==> src/hdl/assert_macros.svh <==
// assertion macros used by the top-level rtl file
`ifndef ASSERT_MACROS_SVH
`define ASSERT_MACROS_SVH

`ifndef SYNTHESIS
`define ASSERT_HOLDS(label, clk, rst, prop) \
   label: assert property (@(posedge clk) disable iff (rst) (prop)) \
      else $error("assertion failed");
`define ASSERT_NEXT(label, clk, rst, ante, cons) \
   label: assert property (@(posedge clk) disable iff (rst) (ante) |=> (cons)) \
      else $error("assertion failed");
`else
`define ASSERT_HOLDS(label, clk, rst, prop)
`define ASSERT_NEXT(label, clk, rst, ante, cons)
`endif

`endif

==> src/hdl/tpwi_pkg.sv <==
// types, constants and helpers of the waypoint interpolator
`default_nettype none

package tpwi_pkg;

   localparam int MAX_WAYPOINTS_DEF = 64;
   localparam int COUNT_W = 7;
   localparam logic [COUNT_W-1:0] COUNT_RESET = 7'd10;
   localparam int POS_W = 32;
   localparam int QUAT_W = 16;
   localparam int MAG_W = POS_W + 1;
   localparam int DIV_STEPS = 7;
   localparam int DIV_STAGES = 5;
   localparam int NUM_W = DIV_STEPS * DIV_STAGES;
   localparam int REM_W = COUNT_W + 1;
   localparam int NUM_LANES = 3;
   localparam int LANE_X = 0;
   localparam int LANE_Y = 1;
   localparam int LANE_Z = 2;

   typedef struct packed {
      logic [POS_W-1:0] sx;
      logic [POS_W-1:0] sy;
      logic [POS_W-1:0] sz;
      logic [POS_W-1:0] gz;
      logic [QUAT_W-1:0] qx;
      logic [QUAT_W-1:0] qy;
      logic [QUAT_W-1:0] qz;
      logic [QUAT_W-1:0] qw;
      logic [COUNT_W-1:0] lift;
      logic [COUNT_W-1:0] trans;
      logic [NUM_LANES-1:0] neg;
      logic [NUM_LANES-1:0][COUNT_W-1:0] dvs;
      logic [NUM_LANES-1:0][NUM_W-1:0] num;
      logic [NUM_LANES-1:0][REM_W-1:0] rem;
   } job_type;

   // n / 3 for n below 128
   function automatic logic [COUNT_W-1:0] lift_of(input logic [COUNT_W-1:0] n);
      logic [COUNT_W+8:0] p;
      p = {9'd0, n} * (COUNT_W+9)'(171);
      return p[COUNT_W+8:9];
   endfunction

   // one restoring division bit on every lane
   function automatic job_type div_step(input job_type j);
      job_type r;
      logic [REM_W:0] t;
      logic q;
      r = j;
      for (int k = 0; k < NUM_LANES; k++) begin
         t = {j.rem[k], j.num[k][NUM_W-1]};
         q = (t >= {2'b00, j.dvs[k]});
         if (q) begin
            t = t - {2'b00, j.dvs[k]};
         end
         r.rem[k] = t[REM_W-1:0];
         r.num[k] = {j.num[k][NUM_W-2:0], q};
      end
      return r;
   endfunction

endpackage

`default_nettype wire

==> src/hdl/two_phase_waypoint_interpolator.sv <==
// top level of the two-phase waypoint interpolator
`default_nettype none
`include "assert_macros.svh"

// A transaction on start/busy carries one start and target pose; it yields
// min(waypoint_count, MAX_WAYPOINTS) waypoints, one per clock on rsp_strobe,
// lift points first, then translate points, the last one flagged. The first
// waypoint appears once the transaction has passed the DIV_STAGES registers
// of the pipelined span divider, the generator and the output register; the
// N waypoints of a request then follow on consecutive clocks. busy stays low
// while the divider pipeline has room, so up to DIV_STAGES further requests
// queue behind the one being emitted and follow it with no gap. A count of
// zero is taken and gives no waypoint. The receiver cannot stall.
module two_phase_waypoint_interpolator
   import tpwi_pkg::*;
#(
   parameter int MAX_WAYPOINTS = MAX_WAYPOINTS_DEF
) (
   input  wire logic                     clock,
   input  wire logic                     reset,
   input  wire logic                     csr_we,
   input  wire logic [COUNT_W-1:0]       csr_wdata,
   input  wire logic                     start,
   output logic                          busy,
   input  wire logic signed [POS_W-1:0]  req_start_x,
   input  wire logic signed [POS_W-1:0]  req_start_y,
   input  wire logic signed [POS_W-1:0]  req_start_z,
   input  wire logic signed [POS_W-1:0]  req_goal_x,
   input  wire logic signed [POS_W-1:0]  req_goal_y,
   input  wire logic signed [POS_W-1:0]  req_goal_z,
   input  wire logic signed [QUAT_W-1:0] req_goal_qx,
   input  wire logic signed [QUAT_W-1:0] req_goal_qy,
   input  wire logic signed [QUAT_W-1:0] req_goal_qz,
   input  wire logic signed [QUAT_W-1:0] req_goal_qw,
   output logic                          rsp_strobe,
   output logic signed [POS_W-1:0]       rsp_wp_x,
   output logic signed [POS_W-1:0]       rsp_wp_y,
   output logic signed [POS_W-1:0]       rsp_wp_z,
   output logic signed [QUAT_W-1:0]      rsp_wp_qx,
   output logic signed [QUAT_W-1:0]      rsp_wp_qy,
   output logic signed [QUAT_W-1:0]      rsp_wp_qz,
   output logic signed [QUAT_W-1:0]      rsp_wp_qw,
   output logic                          rsp_phase,
   output logic                          rsp_last_point
);

   localparam logic [COUNT_W-1:0] MAX_CNT = COUNT_W'(MAX_WAYPOINTS);

   logic [COUNT_W-1:0] count_ff;
   logic [COUNT_W-1:0] n_eff;
   logic [COUNT_W-1:0] lift_n;
   logic               div_in_valid;
   logic               div_in_ready;
   job_type            div_in_job;
   logic               div_out_valid;
   job_type            div_out_job;
   logic               gen_load;

   logic [NUM_LANES-1:0][POS_W-1:0] a_pos;
   logic [NUM_LANES-1:0][POS_W-1:0] b_pos;
   logic [NUM_LANES-1:0][MAG_W-1:0] diff;
   logic [NUM_LANES-1:0][MAG_W-1:0] mag;

   logic                            gen_active_ff, gen_active_in;
   logic                            gen_phase_ff, gen_phase_in;
   logic [COUNT_W-1:0]              gen_idx_ff, gen_idx_in;
   job_type                         gen_job_ff;
   logic [NUM_LANES-1:0][MAG_W-1:0] gen_m_ff, gen_m_in;
   logic [NUM_LANES-1:0][REM_W-1:0] gen_r_ff, gen_r_in;
   logic                            gen_last;
   logic                            gen_lift_end;
   logic [REM_W:0]                  rsum;

   logic [NUM_LANES-1:0][POS_W-1:0] pt;

   logic                   rsp_strobe_ff;
   logic [POS_W-1:0]       wp_x_ff, wp_y_ff, wp_z_ff;
   logic [QUAT_W-1:0]      wp_qx_ff, wp_qy_ff, wp_qz_ff, wp_qw_ff;
   logic                   phase_ff, last_ff;

   // configuration register
   always_ff @(posedge clock) begin
      if (reset) begin
         count_ff <= COUNT_RESET;
      end else if (csr_we) begin
         count_ff <= csr_wdata;
      end
   end

   // request preparation
   assign n_eff  = (count_ff > MAX_CNT) ? MAX_CNT : count_ff;
   assign lift_n = lift_of(n_eff);

   assign a_pos[LANE_X] = req_start_x;
   assign a_pos[LANE_Y] = req_start_y;
   assign a_pos[LANE_Z] = req_start_z;
   assign b_pos[LANE_X] = req_goal_x;
   assign b_pos[LANE_Y] = req_goal_y;
   assign b_pos[LANE_Z] = req_goal_z;

   always_comb begin
      for (int k = 0; k < NUM_LANES; k++) begin
         diff[k] = {b_pos[k][POS_W-1], b_pos[k]} - {a_pos[k][POS_W-1], a_pos[k]};
         mag[k]  = diff[k][MAG_W-1] ? (~diff[k] + MAG_W'(1)) : diff[k];
      end
      div_in_job       = '0;
      div_in_job.sx    = req_start_x;
      div_in_job.sy    = req_start_y;
      div_in_job.sz    = req_start_z;
      div_in_job.gz    = req_goal_z;
      div_in_job.qx    = req_goal_qx;
      div_in_job.qy    = req_goal_qy;
      div_in_job.qz    = req_goal_qz;
      div_in_job.qw    = req_goal_qw;
      div_in_job.lift  = lift_n;
      div_in_job.trans = n_eff - lift_n;
      for (int k = 0; k < NUM_LANES; k++) begin
         div_in_job.neg[k] = diff[k][MAG_W-1];
         div_in_job.num[k] = {(NUM_W-MAG_W)'(0), mag[k]};
      end
      div_in_job.dvs[LANE_X] = n_eff - lift_n;
      div_in_job.dvs[LANE_Y] = n_eff - lift_n;
      div_in_job.dvs[LANE_Z] = (lift_n == '0) ? COUNT_W'(1) : lift_n;
   end

   assign busy         = !div_in_ready;
   assign div_in_valid = start && (n_eff != '0);

   tpwi_div u_div (
      .clock     (clock),
      .reset     (reset),
      .in_valid  (div_in_valid),
      .in_job    (div_in_job),
      .in_ready  (div_in_ready),
      .out_valid (div_out_valid),
      .out_job   (div_out_job),
      .out_ready (gen_load)
   );

   // waypoint generator
   assign gen_last     = gen_active_ff && gen_phase_ff && (gen_idx_ff == gen_job_ff.trans);
   assign gen_lift_end = gen_active_ff && !gen_phase_ff && (gen_idx_ff == gen_job_ff.lift);
   assign gen_load     = div_out_valid && (!gen_active_ff || gen_last);

   always_comb begin
      gen_active_in = gen_active_ff;
      gen_phase_in  = gen_phase_ff;
      gen_idx_in    = gen_idx_ff;
      gen_m_in      = gen_m_ff;
      gen_r_in      = gen_r_ff;
      rsum          = '0;
      if (gen_active_ff) begin
         gen_idx_in = gen_idx_ff + COUNT_W'(1);
         for (int k = 0; k < NUM_LANES; k++) begin
            if ((k == LANE_Z) != gen_phase_ff) begin
               rsum = {1'b0, gen_r_ff[k]} + {1'b0, gen_job_ff.rem[k]};
               if (rsum >= {2'b00, gen_job_ff.dvs[k]}) begin
                  rsum        = rsum - {2'b00, gen_job_ff.dvs[k]};
                  gen_m_in[k] = gen_m_ff[k] + gen_job_ff.num[k][MAG_W-1:0] + MAG_W'(1);
               end else begin
                  gen_m_in[k] = gen_m_ff[k] + gen_job_ff.num[k][MAG_W-1:0];
               end
               gen_r_in[k] = rsum[REM_W-1:0];
            end
         end
         if (gen_lift_end) begin
            gen_phase_in = 1'b1;
            gen_idx_in   = COUNT_W'(1);
         end
         if (gen_last) begin
            gen_active_in = 1'b0;
         end
      end
      if (gen_load) begin
         gen_active_in = 1'b1;
         gen_phase_in  = (div_out_job.lift == '0);
         gen_idx_in    = COUNT_W'(1);
         for (int k = 0; k < NUM_LANES; k++) begin
            gen_m_in[k] = div_out_job.num[k][MAG_W-1:0];
            gen_r_in[k] = div_out_job.rem[k];
         end
      end
   end

   always_ff @(posedge clock) begin
      gen_phase_ff <= gen_phase_in;
      gen_idx_ff   <= gen_idx_in;
      gen_m_ff     <= gen_m_in;
      gen_r_ff     <= gen_r_in;
      if (gen_load) begin
         gen_job_ff <= div_out_job;
      end
      if (reset) begin
         gen_active_ff <= 1'b0;
      end else begin
         gen_active_ff <= gen_active_in;
      end
   end

   // output register
   always_comb begin
      pt[LANE_X] = gen_job_ff.sx;
      pt[LANE_Y] = gen_job_ff.sy;
      pt[LANE_Z] = gen_job_ff.sz;
      for (int k = 0; k < NUM_LANES; k++) begin
         if (gen_job_ff.neg[k]) begin
            pt[k] = pt[k] - gen_m_ff[k][POS_W-1:0];
         end else begin
            pt[k] = pt[k] + gen_m_ff[k][POS_W-1:0];
         end
      end
   end

   always_ff @(posedge clock) begin
      wp_x_ff  <= gen_phase_ff ? pt[LANE_X] : gen_job_ff.sx;
      wp_y_ff  <= gen_phase_ff ? pt[LANE_Y] : gen_job_ff.sy;
      wp_z_ff  <= gen_phase_ff ? gen_job_ff.gz : pt[LANE_Z];
      wp_qx_ff <= gen_job_ff.qx;
      wp_qy_ff <= gen_job_ff.qy;
      wp_qz_ff <= gen_job_ff.qz;
      wp_qw_ff <= gen_job_ff.qw;
      phase_ff <= gen_phase_ff;
      last_ff  <= gen_last;
      if (reset) begin
         rsp_strobe_ff <= 1'b0;
      end else begin
         rsp_strobe_ff <= gen_active_ff;
      end
   end

   assign rsp_strobe     = rsp_strobe_ff;
   assign rsp_wp_x       = wp_x_ff;
   assign rsp_wp_y       = wp_y_ff;
   assign rsp_wp_z       = wp_z_ff;
   assign rsp_wp_qx      = wp_qx_ff;
   assign rsp_wp_qy      = wp_qy_ff;
   assign rsp_wp_qz      = wp_qz_ff;
   assign rsp_wp_qw      = wp_qw_ff;
   assign rsp_phase      = phase_ff;
   assign rsp_last_point = last_ff;

   // checks
   `ASSERT_HOLDS(a_last_in_translate, clock, reset, !(rsp_strobe && rsp_last_point) || rsp_phase)
   `ASSERT_NEXT(a_lift_followed, clock, reset, rsp_strobe && !rsp_phase, rsp_strobe)
   `ASSERT_HOLDS(a_lift_nonempty, clock, reset, !(gen_active_ff && !gen_phase_ff) || (gen_job_ff.lift != '0))

endmodule

`default_nettype wire

==> src/hdl/tpwi_div.sv <==
// pipelined divider of the three coordinate spans by the phase lengths
`default_nettype none

module tpwi_div
   import tpwi_pkg::*;
(
   input  wire logic    clock,
   input  wire logic    reset,
   input  wire logic    in_valid,
   input  wire job_type in_job,
   output logic         in_ready,
   output logic         out_valid,
   output job_type      out_job,
   input  wire logic    out_ready
);

   logic    [DIV_STAGES-1:0] v_ff;
   job_type [DIV_STAGES-1:0] job_ff;
   job_type [DIV_STAGES-1:0] job_in;
   logic    [DIV_STAGES-1:0] take;

   always_comb begin
      for (int s = DIV_STAGES - 1; s >= 0; s--) begin
         if (s == DIV_STAGES - 1) begin
            take[s] = !v_ff[s] || out_ready;
         end else begin
            take[s] = !v_ff[s] || take[s+1];
         end
      end
   end

   always_comb begin
      for (int s = 0; s < DIV_STAGES; s++) begin
         job_in[s] = (s == 0) ? in_job : job_ff[(s == 0) ? 0 : s - 1];
         for (int b = 0; b < DIV_STEPS; b++) begin
            job_in[s] = div_step(job_in[s]);
         end
      end
   end

   always_ff @(posedge clock) begin
      for (int s = 0; s < DIV_STAGES; s++) begin
         if (take[s]) begin
            job_ff[s] <= job_in[s];
         end
      end
      if (reset) begin
         v_ff <= '0;
      end else begin
         for (int s = 0; s < DIV_STAGES; s++) begin
            if (take[s]) begin
               v_ff[s] <= (s == 0) ? in_valid : v_ff[(s == 0) ? 0 : s - 1];
            end
         end
      end
   end

   assign in_ready  = take[0];
   assign out_valid = v_ff[DIV_STAGES-1];
   assign out_job   = job_ff[DIV_STAGES-1];

endmodule

`default_nettype wire
==> config.mk <==
export PLATFORM = sky130hd
export DESIGN_NAME = two_phase_waypoint_interpolator
export DESIGN_NICKNAME = d
export VERILOG_FILES = /design/src/hdl/tpwi_pkg.sv /design/src/hdl/two_phase_waypoint_interpolator.sv /design/src/hdl/tpwi_div.sv
export VERILOG_INCLUDE_DIRS = /design/src /design/src/hdl
export SDC_FILE = /design/constraint.sdc
export NUM_CORES = 2
export LEC_CHECK = 0
export BUFFER_PORTS_ARGS = -buffer_cell sky130_fd_sc_hd__buf_2
export CAP_MARGIN = 20
export CORE_ASPECT_RATIO = 0.75
export CORE_MARGIN = 2
export CORE_UTILIZATION = 50
export CTS_BUF_LIST = sky130_fd_sc_hd__clkbuf_16
export DETAILED_ROUTE_END_ITERATION = 12
export PLACE_DENSITY = 0.72
export SLEW_MARGIN = 30
export SYNTH_ARGS = -nofsm -noshare
export SYNTH_HDL_FRONTEND = slang
export SYNTH_HIERARCHICAL = 1
export SYNTH_SLANG_ARGS = --single-unit
==> constraint.sdc <==
create_clock -name clock -period 29.6 [get_ports clock]
set_input_delay 1.48 -clock clock [delete_from_list [all_inputs] [get_ports clock]]
set_output_delay 1.48 -clock clock [all_outputs]
set_load 0.05 [all_outputs]
# After elaboration in Yosys (flattened, before gate mapping)

Cells that the tools add are included.

Flip-flop bits (word level): 2359
Bits of input ports: 267
Output and inout bits: 164

$add $sub $neg: 129
Multiply operators: 1
Order comparisons: 107
Equality and inequality tests: 3
Multiplexer cells: 137
Bitwise gates (word level): 3
Reductions and logical operators: 29

Operators by type and width:

| kind                                                                | count |
|---|---|
| 9-bit by 7-bit >= comparator with 1-bit output                      | 98 |
| 8-bit 2-to-1 mux                                                    | 109 |
| 8-bit by 7-bit subtractor with 8-bit output                         | 98 |
| 33-bit 2-to-1 mux                                                   | 9 |
| 33-bit by 1-bit adder with 33-bit output, second input constant     | 6 |
| 99-bit 2-to-1 mux                                                   | 2 |
| 32-bit 2-to-1 mux                                                   | 6 |
| 33-bit adder                                                        | 3 |
| 33-bit NOT                                                          | 3 |
| 32-bit by 32-bit subtractor with 33-bit output                      | 3 |
| 32-bit adder                                                        | 3 |
| 32-bit subtractor                                                   | 3 |
| 9-bit by 6-bit >= comparator with 1-bit output                      | 6 |
| 24-bit 2-to-1 mux                                                   | 2 |
| 8-bit by 6-bit subtractor with 8-bit output                         | 6 |
| 8-bit by 8-bit adder with 9-bit output                              | 3 |
| 7-bit by 8-bit multiplier with 15-bit output, second input constant | 1 |
| 7-bit zero test                                                     | 2 |
| 7-bit 2-to-1 mux                                                    | 2 |
| 1-bit zero test                                                     | 8 |
| 1-bit by 7-bit subtractor with 8-bit output, first input constant   | 1 |
| 7-bit by 1-bit adder with 7-bit output, second input constant       | 1 |
| 7-bit by 6-bit equality test with 1-bit output                      | 1 |
| 7-bit equality test                                                 | 1 |
| 13 further kinds                                                    | 32 |

# Depth between registers and ports, before layout

Depth after elaboration: 19
Depth in mapped cells: 103
Gate-level depth less buffers: 99

# By module

Netlist, hierarchy kept.

Modules (own cells, without submodules):

| module                          | times used | cells an instance | area an instance (µm²) | sequential area each (µm²) |
|---|---|---|---|---|
| tpwi_div                        | 1          | 7997              | 100067.2               | 54001.8 |
| two_phase_waypoint_interpolator | 1          | 4827              | 45448.6                | 17707.0 |

# Least setup slack after synthesis

No wires, ideal clock.

Kind: reg-to-output
Start: reg gen_idx_ff[3]
End: out busy
Data arrival time: 23856 ps
Slack: 4264 ps
Cell stages (with the launch flop): 15
Cell sequence: dfxtp_1 > clkbuf_1 > xnor2_1 > nand4_1 > nor4_1 > nand2b_1 > nand2_1 > inv_1 > clkbuf_1 > clkbuf_1 > clkbuf_1 > nor2b_1 > and3_1 > nand3_1 > inv_1

Longest elaborated chain between the ends: 10

RTL lines:

| item                           | RTL line                               | RTL |
|---|---|---|
| start, declared                | two_phase_waypoint_interpolator.sv:66  | `logic [COUNT_W-1:0] gen_idx_ff, gen_idx_in;` |
| start signal, assigned         | two_phase_waypoint_interpolator.sv:187 | `gen_idx_ff <= gen_idx_in;` |
| 7-bit equality test            | two_phase_waypoint_interpolator.sv:141 | `assign gen_last = gen_active_ff && gen_phase_ff && (gen_idx_ff == gen_job_ff.trans);` |
| 1-bit logical AND              | two_phase_waypoint_interpolator.sv:141 |  |
| via gen_last                   | two_phase_waypoint_interpolator.sv:70  | `logic gen_last;` |
| 1-bit logical OR               | two_phase_waypoint_interpolator.sv:143 | `assign gen_load = div_out_valid && (!gen_active_ff \|\| gen_last);` |
| 1-bit logical AND              | two_phase_waypoint_interpolator.sv:143 |  |
| via gen_load                   | two_phase_waypoint_interpolator.sv:57  | `logic gen_load;` |
| 1-bit logical OR               | tpwi_div.sv:25                         | `take[s] = !v_ff[s] \|\| out_ready;` |
| 1-bit logical OR (4 in series) | tpwi_div.sv:27                         | `take[s] = !v_ff[s] \|\| take[s+1];` |
| via div_in_ready               | two_phase_waypoint_interpolator.sv:53  | `logic div_in_ready;` |
| 1-bit zero test                | two_phase_waypoint_interpolator.sv:126 | `assign busy = !div_in_ready;` |
| end, declared                  | two_phase_waypoint_interpolator.sv:24  | `output logic busy,` |

The timed path passes the listed nets, and every way through them passes these cells.

==> impl_metrics.csv <==
group,metric,value,unit
floorplanning,die_x,624,um
clock_network,cts-buffers-inserted,237,
critical_path,critical-path-top-delay-family,"compound AO/OA/AOI/OAI gates",
critical_path,r2r_cells,92,
detailed_routing,drtPass1Iterations,8,
timing,slew_headroom,30.4,%
clock_network,clock_sinks,2404,
layout,layout_common_cells,"edfxtp_1 (2,221), ha_1 (1,112), inv_1 (905)",
clock_network,postCtsSetupBuffers,0,
critical_path,crit_start,"count_ff[6]",
timing,timing.final.crit_share,75.4,%
detailed_routing,routed_wl,344,mm
layout,drive_gt1_share,10.9,%
clock_network,clk_latency,0.99,ns
critical_path,rrSetupSlack,7.29,ns
clock_network,cts_hold_buf,0,
run,maxCapViolations,0,
timing,fin_setup_tns,0,ns
layout,syn2layout_area_growth,8.50,%
clock_network,cts_buffer_depth,4,
yosys,syn_area,0.144,mm2
critical_path,crit_slowest_cell,"xor2_1",
floorplanning,initial_utilization,50.3,%
yosys,ys_warn_count,6,
detailed_routing,wl_per_cell,20.2,um
timing,finalClockSkew,0.136,ns
yosys,syn_inst,12800,
floorplanning,io-pin-count,431,
timing,hold_viol_final,0,
place,post-dp-hpwl,261,mm
detailed_routing,vias_per_cell,5.75,
critical_path,crit_top_cell,"a21o_1",
detailed_routing,vias,98000,
critical_path,cp_max_fo,16,
run_status,status,"finished clean",
critical_path,arrival,22.86,ns
yosys,synth.avg_cell_area,11.3,um2
timing,fmax,44.8,MHz
critical_path,crit_required,30.16,ns
critical_path,reg2reg_from,"count_ff[6]",
grt,grt_antenna_before_repair,23,
clock_network,path_clk_slew,0.06,ns
detailed_routing,initialDrtViolationCount,10300,
timing,maxSlewViolCount,0,
timing,worst_slew_pin_slew,1.03,ns
timing,period_minus_slack,22.31,ns
clock_network,cts_tree,"built",
critical_path,reg2reg_to,"u_div/job_ff[2]",
floorplanning,core_area,0.286,mm2
layout,mostFrequentLayoutCell,"edfxtp_1",
clock_network,cts_resized,0,
min_path,hp-class,"flop to flop",
place,dp_cells,16600,
critical_path,worst-path-buf-inv,11,
timing,rsz0062_at_grt,"false",
detailed_routing,drtAntennaViolNets,0,
layout,nNetsFinal,14500,
critical_path,worstSetupEndpoint,"u_div/job_ff[2]",
place,gp_congestion,0.954,
critical_path,cp-end-kind,"flop",
grt,grt_pass1_vias,91100,
critical_path,path_class,"flop to flop",
clock_network,cts.htree.levels,4,
critical_path,slowest_delay,0.57,ns
timing,finalSetupViolCount,0,
clock_network,cts-root-buf,"clkbuf_16",
floorplanning,dieArea,0.293,mm2
critical_path,worstSetupPathDepth,92,
floorplanning,die_height,469,um
floorplanning,rows,170,
grt,grt_use_total,22.9,%
grt,grt_pass1_wl,530,mm
detailed_routing,drc_errors,0,
layout,stdcell_count,17000,
grt,grt_overflow,0,
grt,grt_max_degree,166,
critical_path,start_kind,"flop",
place,port_buffers,430,
how the worst min path moves through the flow:
| stage | start | to | slack (ns) | cells past startpoint |
|---|---|---|---|---|
| global placement | gen_job_ff[182] | rsp_wp_qw[15] | 0.32 | 0 |
| finish | gen_job_ff[219] | rsp_wp_qx[4] | 0.25 | 0 |
| detailed placement | gen_job_ff[212] | rsp_wp_qy[13] | 0.33 | 0 |
| CTS | gen_job_ff[219] | rsp_wp_qx[4] | 0.25 | 0 |
| global route | gen_job_ff[175] | rsp_wp_qw[8] | 0.28 | 0 |
| floorplan | gen_job_ff[167] | rsp_wp_qw[0] | 0.32 | 0 |
layout make-up:
type | instances | area, um2
multi-input cells | 9005 | 67400
clock inverters | 201 | 1710
repair buffers | 505 | 2830
well taps | 3784 | 4730
diodes | 12 | 30.0
fillers | 24100 | 130000
clock buffers | 238 | 5960
inverters | 889 | 3360
flip-flops and latches | 2404 | 70400
flip-flops by register name, indices dropped and copies added, names as in the netlist, 5 cells and up:
signal / count
rsp_wp_z: 32
gen_idx_ff: 7
gen_m_ff: 96
gen_r_ff: 24
gen_job_ff: 350
u_div/out_job: 350
rsp_wp_qx: 16
rsp_wp_qw: 16
rsp_wp_qy: 16
count_ff: 7
rsp_wp_y: 32
u_div/v_ff: 5
u_div/job_ff: 1400
rsp_wp_x: 32
rsp_wp_qz: 16
metrics by stage:
stage / setup slack (ns) / util, % / hold WS [ns] / area [um2]
floorplan: 4.52 / - / 0.323 / 144000
finish: 7.29 / 54.6 / 0.251 / 156000
global route: 5.10 / 54.6 / 0.281 / 156000
detailed placement: 7.38 / 51.9 / 0.327 / 149000
global placement: 7.44 / 51.9 / 0.324 / 148000
CTS: 7.28 / 54.6 / 0.254 / 156000
metal layers:
layer | global-route usage (%) | vias to the layer above | routed length (um)
li1 | - | 47700 | -
met1 | 35.4 | 46600 | 166000
met2 | 33.6 | 3261 | 144000
met3 | 2.70 | 457 | 22900
met4 | 6.84 | 4 | 10800
met5 | 0 | - | 27
Power is left out: the tool's default activity adds up to more than one toggle a clock period on the data nets, which glitch-free logic cannot reach.
